==> config.mk <==
export PLATFORM = sky130hd
export DESIGN_NAME = slf_arith
export DESIGN_NICKNAME = d
export VERILOG_FILES = /design/src/hw/rtl/slf_pkg.sv /design/src/hw/rtl/slf_arith.sv
export SDC_FILE = /design/constraint.sdc
export NUM_CORES = 1
export LEC_CHECK = 0
export BUFFER_PORTS_ARGS = -buffer_cell sky130_fd_sc_hd__buf_2
export CAP_MARGIN = 10
export CORE_ASPECT_RATIO = 0.6
export CORE_MARGIN = 1.5
export CORE_UTILIZATION = 30
export CTS_CLUSTER_SIZE = 12
export DETAILED_ROUTE_END_ITERATION = 6
export SYNTH_ARGS = -nofsm -noshare
export SYNTH_HDL_FRONTEND = slang
export SYNTH_SLANG_ARGS = --single-unit
export TNS_END_PERCENT = 30
==> constraint.sdc <==
create_clock -name clk -period 13.2 [get_ports clk]
set_clock_uncertainty 0.2 [all_clocks]
set_input_delay 1.98 -clock clk [delete_from_list [all_inputs] [get_ports clk]]
set_output_delay 1.98 -clock clk [all_outputs]
set_load 0.01 [all_outputs]
==> src/hw/rtl/slf_pkg.sv <==
// ---------------------------------------------------------------------------
// slf_pkg
// Types, constants and helpers shared by the line-follow control core.
// ---------------------------------------------------------------------------
`default_nettype none
package slf_pkg;

    localparam int CW = 40;   // CORDIC datapath width
    localparam int ZW = 34;   // CORDIC angle accumulator width

    localparam logic [27:0] INVK_Q28 = 28'd163008219;
    localparam logic [29:0] INVK_Q30 = 30'd652032874;
    localparam logic [31:0] ONE_Q31  = 32'h8000_0000;
    localparam logic [31:0] ANG_HALF = 32'h8000_0000;

    localparam logic [2:0] REG_START_X = 3'd0;
    localparam logic [2:0] REG_START_Y = 3'd1;
    localparam logic [2:0] REG_END_X   = 3'd2;
    localparam logic [2:0] REG_END_Y   = 3'd3;
    localparam logic [2:0] REG_RADIUS  = 3'd4;
    localparam logic [2:0] REG_CLOSE   = 3'd5;
    localparam logic [2:0] REG_EXP     = 3'd6;
    localparam logic [2:0] REG_SAILMAX = 3'd7;

    typedef enum logic [1:0] {
        OP_MUL,
        OP_SQRT,
        OP_DIV
    } arith_op_t;

    typedef struct packed {
        logic      start;
        arith_op_t op;
    } arith_req_t;

    typedef struct packed {
        logic start;
        logic vec;   // 1: vectoring, 0: rotation
    } cordic_cmd_t;

    typedef enum logic [4:0] {
        ST_IDLE,
        ST_LINE,
        ST_LINE_W,
        ST_EMUL,
        ST_EMUL_W,
        ST_TACK,
        ST_ATN_W,
        ST_HEAD,
        ST_COS_W,
        ST_CSQ,
        ST_CSQ_W,
        ST_PI_R,
        ST_PI_RW,
        ST_PI_B,
        ST_PI_BW,
        ST_PF_SQ,
        ST_PF_SQW,
        ST_PF_R,
        ST_PF_RW,
        ST_DIV,
        ST_DIV_W,
        ST_DONE
    } seq_state_t;

    function automatic logic [31:0] atan_lut(input logic [4:0] idx);
        logic [31:0] v;
        begin
            unique case (idx)
                5'd0:    v = 32'h20000000;
                5'd1:    v = 32'h12E4051E;
                5'd2:    v = 32'h09FB385B;
                5'd3:    v = 32'h051111D4;
                5'd4:    v = 32'h028B0D43;
                5'd5:    v = 32'h0145D7E1;
                5'd6:    v = 32'h00A2F61E;
                5'd7:    v = 32'h00517C55;
                5'd8:    v = 32'h0028BE53;
                5'd9:    v = 32'h00145F2F;
                5'd10:   v = 32'h000A2F98;
                5'd11:   v = 32'h000517CC;
                5'd12:   v = 32'h00028BE6;
                5'd13:   v = 32'h000145F3;
                5'd14:   v = 32'h0000A2FA;
                5'd15:   v = 32'h0000517D;
                5'd16:   v = 32'h000028BE;
                5'd17:   v = 32'h0000145F;
                5'd18:   v = 32'h00000A30;
                5'd19:   v = 32'h00000518;
                5'd20:   v = 32'h0000028C;
                5'd21:   v = 32'h00000146;
                5'd22:   v = 32'h000000A3;
                5'd23:   v = 32'h00000051;
                default: v = 32'h0;
            endcase
            return v;
        end
    endfunction

    function automatic logic signed [CW-1:0] sx40(input logic [31:0] v);
        begin
            return {{(CW-32){v[31]}}, v};
        end
    endfunction

    // |a| > 32768 - z, a taken as a signed 16-bit angle
    function automatic logic upwind(input logic [15:0] a, input logic [13:0] z);
        logic signed [16:0] a17;
        logic [16:0]        m;
        logic [16:0]        lim;
        begin
            a17 = {a[15], a};
            m   = a[15] ? 17'(-a17) : 17'(a17);
            lim = 17'd32768 - {3'b000, z};
            return m > lim;
        end
    endfunction

endpackage
`default_nettype wire

==> src/hw/rtl/slf_arith.sv <==
// ---------------------------------------------------------------------------
// slf_arith
// Bit-serial multiply, square root and divide unit.
// ---------------------------------------------------------------------------
`default_nettype none
module slf_arith (
    input  wire                      clk,
    input  wire                      rst_n,
    input  slf_pkg::arith_req_t      req,
    input  wire logic [63:0]         a,
    input  wire logic [31:0]         b,
    output logic                     busy,
    output logic                     done,
    output logic [63:0]              res
);
    import slf_pkg::*;

    logic        busy_reg, busy_next, done_reg, done_next;
    logic [4:0]  cnt_reg, cnt_next;
    arith_op_t   op_reg, op_next;
    logic [63:0] acc_reg, acc_next, sh_reg, sh_next, bit_reg, bit_next;
    logic [31:0] b_reg, b_next;
    logic [32:0] rem_reg, rem_next;

    always_ff @(posedge clk or negedge rst_n)
    begin
        if (!rst_n)
        begin
            busy_reg <= 1'b0;
            done_reg <= 1'b0;
            cnt_reg  <= '0;
            op_reg   <= OP_MUL;
        end
        else
        begin
            busy_reg <= busy_next;
            done_reg <= done_next;
            cnt_reg  <= cnt_next;
            op_reg   <= op_next;
        end
    end

    always_ff @(posedge clk)
    begin
        acc_reg <= acc_next;
        sh_reg  <= sh_next;
        bit_reg <= bit_next;
        b_reg   <= b_next;
        rem_reg <= rem_next;
    end

    always_comb
    begin
        logic [63:0] t;
        logic [32:0] rt;
        busy_next = busy_reg;
        done_next = 1'b0;
        cnt_next  = cnt_reg;
        op_next   = op_reg;
        acc_next  = acc_reg;
        sh_next   = sh_reg;
        bit_next  = bit_reg;
        b_next    = b_reg;
        rem_next  = rem_reg;
        t  = acc_reg + bit_reg;
        rt = {rem_reg[31:0], sh_reg[31]};
        if (req.start && !busy_reg)
        begin
            busy_next = 1'b1;
            cnt_next  = '0;
            op_next   = req.op;
            acc_next  = '0;
            sh_next   = a;
            b_next    = b;
            bit_next  = 64'h4000_0000_0000_0000;
            rem_next  = '0;
        end
        else if (busy_reg)
        begin
            unique case (op_reg)
                OP_MUL:
                begin
                    if (b_reg[0])
                    begin
                        acc_next = acc_reg + sh_reg;
                    end
                    sh_next = {sh_reg[62:0], 1'b0};
                    b_next  = {1'b0, b_reg[31:1]};
                end
                OP_SQRT:
                begin
                    if (sh_reg >= t)
                    begin
                        sh_next  = sh_reg - t;
                        acc_next = {1'b0, acc_reg[63:1]} + bit_reg;
                    end
                    else
                    begin
                        acc_next = {1'b0, acc_reg[63:1]};
                    end
                    bit_next = {2'b00, bit_reg[63:2]};
                end
                OP_DIV:
                begin
                    if (rt >= {1'b0, b_reg})
                    begin
                        rem_next = rt - {1'b0, b_reg};
                        acc_next = {acc_reg[62:0], 1'b1};
                    end
                    else
                    begin
                        rem_next = rt;
                        acc_next = {acc_reg[62:0], 1'b0};
                    end
                    sh_next = {sh_reg[62:0], 1'b0};
                end
                default:
                begin
                    acc_next = acc_reg;
                end
            endcase
            cnt_next = cnt_reg + 5'd1;
            if (cnt_reg == 5'd31)
            begin
                busy_next = 1'b0;
                done_next = 1'b1;
            end
        end
    end

    assign busy = busy_reg;
    assign done = done_reg;
    assign res  = acc_reg;

endmodule
`default_nettype wire

# --- Word level (Yosys, flattened, before mapping) ---
# Cells that the tools add are included.
word_totals:
  register_bits: 233
  in_bits: 101
  output_inout_bits: 66
  elab_cells: 55
op_classes:
  n_addsub: 6
  n_lt_le_gt_ge: 2
  n_eq_ne: 5
  n_mux: 20
  reduce_logical: 13
op_table:
  columns: ["cell", "count"]
  rows:
  - ["64-bit two-way mux", 5]
  - ["64-bit one-hot mux with 3 select lines", 1]
  - ["32-bit two-way mux", 4]
  - ["64-bit one-hot mux with 2 select lines", 1]
  - ["63-bit by 63-bit adder with 64-bit output", 1]
  - ["64-bit by 63-bit adder with 64-bit output", 1]
  - ["64-bit adder", 1]
  - ["64-bit greater-or-equal comparator", 1]
  - ["64-bit subtractor", 1]
  - ["33-bit by 32-bit greater-or-equal comparator with 1-bit output", 1]
  - ["32-bit subtractor", 1]
  - ["5-bit two-way mux", 2]
  - ["1-bit two-way mux", 7]
  - ["2-bit AND reduction", 3]
  - ["3-bit AND reduction", 2]
  - ["3-bit nonzero test", 2]
  - ["5-bit by 1-bit adder with 5-bit output, second input constant", 1]
  - ["5-bit equality test, second input constant", 1]
  - ["2-bit nonzero test", 2]
  - ["3-bit != test, second input constant", 1]
  - ["2-bit by 1-bit equality test with 1-bit output, second input constant", 1]
  - ["2-bit equality test, second input constant", 1]
  - ["2-bit logical NOT", 1]
  - ["2-bit != test, second input constant", 1]
  - ["3 further kinds", 3]

# --- Logic depth before layout (Yosys ltp) ---
logic_depth:
  word_depth: 6
  ltp_mapped: 26
  mapped_depth_nobuf: 23

# --- Least setup slack after synthesis ---
# No wires, ideal clock.
synth_timing:
  path_kind: "reg2reg"
  from: "reg acc_reg[18] (netlist: res[18])"
  to: "reg sh_reg[0] (enable)"
  setup_time_ps: 574
  arrival_time_ps: 8608
  t_required_ps: 12426
  setup_slack_ps: 3818
  stages_incl_launch_ff: 21
  path_buffers: 1
  period_less_slack_ps: 9382
  cell_sequence: "dfxtp_1 > ha_1 > a31oi_1 > o21ai_0 > a21oi_1 > a21oi_1 > o211ai_2 > o22ai_1 > o41a_1 > a21o_1 > a31oi_1 > xor2_1 > ha_1 > clkbuf_1 > nand4_1 > nor4_4 > and3_1 > o211ai_2 > nand2_2 > nor2_2 > o21ai_0"
synth_via:
  elab_chain_len: 4
synth_rtl:
  columns: ["element", "line_no", "rtl"]
  rows:
  - ["start: declaration", "slf_arith.sv:21", "logic [63:0] acc_reg, acc_next, sh_reg, sh_next, bit_reg, bit_next;"]
  - ["start signal: assignment", "slf_arith.sv:45", "acc_reg <= acc_next;"]
  - ["64-bit by 63-bit adder with 64-bit output", "slf_arith.sv:65", "t = acc_reg + bit_reg;"]
  - ["64-bit greater-or-equal comparator", "slf_arith.sv:92", "if (sh_reg >= t)"]
  - ["3-bit != test (no source line)", null, null]
  - ["3-bit AND reduction (no source line)", null, null]
  - ["end signal: assignment", "slf_arith.sv:46", "sh_reg <= sh_next;"]
  - ["end: declaration", "slf_arith.sv:21", null]
# Every way passes these cells.
# A chain may end at the register's enable or synchronous reset.

# --- Worst setup path in the final report ---
layout_timing:
  from: "reg acc_reg[14] (netlist: res[14])"
  to: "reg sh_reg[25] (enable)"
# Same word-level chain as after synthesis.

==> results.py <==
metrics = {
    "place": {
        "gp_congestion": 0.985,
        "hpwl_um": 79900,
        "io_buffer_count": 166,
    },
    "cts": {
        "worstSkewPairLatency_ns": 0.62,
        "cts_tree": "done",
        "hold_buffers": 0,
        "cts.path.max_buffers": 3,
        "clkSinkCount": 233,
        "postCtsSetupBuffers": 0,
        "clkTransAtPathRegs_ns": 0.06,
        "root_buffer": "clkbuf_16",
        "cts-htree-levels": 1,
        "ctsResizeCount": 0,
        "cts_buffers": 30,
    },
    "sta": {
        "hold_violations": 0,
        "tns_ns": 0,
        "fmax_mhz": 140,
        "relSlewSlack_pct": 14.1,
        "fin_crit_ns": 7.15,
        "rsz0062_at_grt": "no",
        "slew_viol_final": 0,
        "fin_crit_sh_pct": 54.1,
        "tightest_slew_ns": 1.28,
        "finalSetupViolCount": 0,
    },
    "synthesis": {
        "synth_cell_types": 110,
        "syn_area_per_cell_um2": 7.49,
        "ys_seq_area_share_pct": 22.6,
        "synth_flop_cell": "dfxtp_1",
        "syn_inst": 3347,
        "syn_area_mm2": 0.0251,
        "synth_edf_count": 96,
        "async_flop_share_pct": 3.86,
        "syn_nets": 3682,
        "ys_seq_elements": 233,
        "yosysWarnings": 0,
    },
    "routing": {
        "wl_um": 102000,
        "vias": 26200,
        "drtIter0Drc": 3455,
        "avgRoutedWirePerCell_um": 22.7,
        "drcViolationCount": 4,
        "dr.pass1.iters": 7,
        "viasPerCell": 5.85,
        "postRouteAntennaNets": 0,
    },
    "global_routing": {
        "antenna_found_initial": 7,
        "grtUsageMet2_pct": 27.2,
        "grt_use_met1_pct": 38.2,
        "grtUsageMet3_pct": 7.71,
        "grt_usage_pct": 23.0,
        "grt_overflow": 0,
        "grt_pass1_vias": 23200,
        "grt_pass1_wl_um": 151000,
        "top_usage_layer": "met1",
        "grt_max_degree": 98,
    },
    "run_status": {
        "failed_checks": "design-rule violations",
        "run_status": "complete, but fails checks",
    },
    "setup_path": {
        "crit_type": "flip-flop to flip-flop",
        "rrSetupSlack_ns": 6.05,
        "cp.depth": 22,
        "setup.worst_path.end": "sh_reg[25]$_DFFE_PP_",
        "timing.critical_path.from": "res[14]$_SDFFE_PP0P_",
        "r2r_cells": 22,
        "worstSetupStartpointType": "flip-flop",
        "r2r-start": "res[14]$_SDFFE_PP0P_",
        "cp_data_required_time_ns": 13.23,
        "cp.arrival_ns": 7.18,
        "max_stage_delay_ns": 0.71,
        "crit_chain": "ha_1 -> a31oi_1 -> o21ai_0 -> nand2_1 -> a21boi_1 -> o21ai_0 -> a41oi_1 -> o21ai_1 -> a21oi_1 -> nor4bb_1 -> a311oi_1 -> ha_1 -> nand4_1 -> nor4_2 -> nand2_1 -> o21ai_1 -> a211oi_4 -> nand2_2 -> buf_4 -> nor2_2 -> o21ai_4 -> buf_4",
        "timing.critical_path.max_delay_family": "compound AO/OA/AOI/OAI gates",
        "critPathBufInv": 2,
        "crit_path_end_kind": "flip-flop",
        "worst-path-max-fanout": 64,
        "r2r-end": "sh_reg[25]$_DFFE_PP_",
        "crit_slowest_cell": "buf_4",
    },
    "worst_hold_path": {
        "worstHoldPathType": "flip-flop to flip-flop",
        "hold_depth": 2,
    },
    "floorplan": {
        "die_area_mm2": 0.0854,
        "fp.coreArea_mm2": 0.0821,
        "initial_core_util_pct": 30.6,
        "rows": 81,
        "die_w_um": 376,
        "die_h_um": 227,
        "ios": 167,
    },
    "layout": {
        "nNetsFinal": 3706,
        "nFillCells": 8672,
        "final_common_cell": "nand2_1",
        "register_area_mm2": 0.00567,
        "drive_gt1_share_pct": 9.96,
        "multi_input_area_mm2": 0.0182,
        "syn2layout_area_growth_pct": 10.4,
        "layout_common_cells": "nand2_1, a21oi_1, o21ai_0, nor2_1, ha_1",
    },
    "flow_run": {
        "drv_cap": 0,
    },
}
==> synthesized netlist by cell type, types with 21 or more instances <==
cell type / instances / area [µm²]
a211oi_1: 35 / 263
clkbuf_1: 154 / 578
a21o_1: 84 / 631
o211ai_1: 27 / 203
nand2_1: 424 / 1590
and2_1: 21 / 131
xor2_1: 118 / 1030
edfxtp_1: 96 / 2880
nor2_1: 245 / 920
xnor2_1: 129 / 1130
dfxtp_1: 128 / 2560
o21ai_0: 290 / 1450
buf_2: 40 / 200
nand4_1: 76 / 475
nand3_1: 76 / 380
and3_1: 25 / 156
o21bai_1: 30 / 225
inv_1: 99 / 372
nor2b_1: 33 / 206
a21oi_1: 384 / 1920
o21ai_1: 39 / 195
ha_1: 231 / 2890
o21a_1: 27 / 203
a31oi_1: 81 / 507
nand2b_1: 26 / 163
nor3_1: 51 / 255
a221oi_1: 32 / 280
==> per-layer routing <==
metal  routed length (µm)  part of all wire, %
met5                   72                0.071
met4                 1290                  1.3
met3                13800                   14
met2                34100                   33
met1                52500                   52
==> final cells by class <==
cell class / count / area share, %
clock buffers: 39 / 3.09
clock inverters: 16 / 0.479
flip-flops and latches: 233 / 20.5
well taps: 1079 / 4.88
inverters: 101 / 1.37
diodes: 1 / 0.00904
repair buffers: 201 / 3.95
multi-input cells: 2804 / 65.7
==> worst min path at each step <==
stage | slack (ns) | endpoint | startpoint
floorplan | 0.25 | rem_reg[26]$_SDFFE_PP0P_ | rem_reg[26]$_SDFFE_PP0P_
global placement | 0.27 | bit_reg[0]$_SDFFE_PP0P_ | bit_reg[0]$_SDFFE_PP0P_
detailed placement | 0.28 | bit_reg[0]$_SDFFE_PP0P_ | bit_reg[0]$_SDFFE_PP0P_
CTS | 0.29 | bit_reg[0]$_SDFFE_PP0P_ | bit_reg[0]$_SDFFE_PP0P_
global route | 0.32 | bit_reg[10]$_SDFFE_PP0P_ | bit_reg[10]$_SDFFE_PP0P_
finish | 0.29 | bit_reg[0]$_SDFFE_PP0P_ | bit_reg[0]$_SDFFE_PP0P_
==> tightest hold or removal path, delay by kind of cell (launching register included) <==
family	cells	cell delay (ns)
flip-flops	1	0.33
AND/OR/NAND/NOR	1	0.06
AO/OA/AOI/OAI	1	0.05
==> kinds of logic after synthesis <==
kind of cell               after synthesis  synth area share [%]
buffers and inverters                  310                  5.01
DFF                                    233                  22.6
and+or+nand+nor                       1063                  19.8
AOI/OAI and AO/OA                     1245                  31.6
xor gates and xnor gates               247                  8.62
adders and majority gates              234                  11.8
muxes                                   15                 0.604
==> through the flow <==
stage | util (%) | worst slack [ns] | hold WS, ns | instance area (µm²) | cells
CTS | 33.7 | 6.22 | 0.290 | 27700 | 4473
detailed placement | 32.5 | 6.26 | 0.282 | 26700 | 4418
finish | 33.7 | 6.05 | 0.291 | 27700 | 4474
global placement | 32.5 | 6.34 | 0.272 | 26700 | 4418
floorplan | - | 3.82 | 0.251 | 25100 | 3347
global route | 33.7 | 5.65 | 0.321 | 27700 | 4473
Power is left out: the tool's default activity adds up to more than one toggle a clock period on the data nets, which glitch-free logic cannot reach.
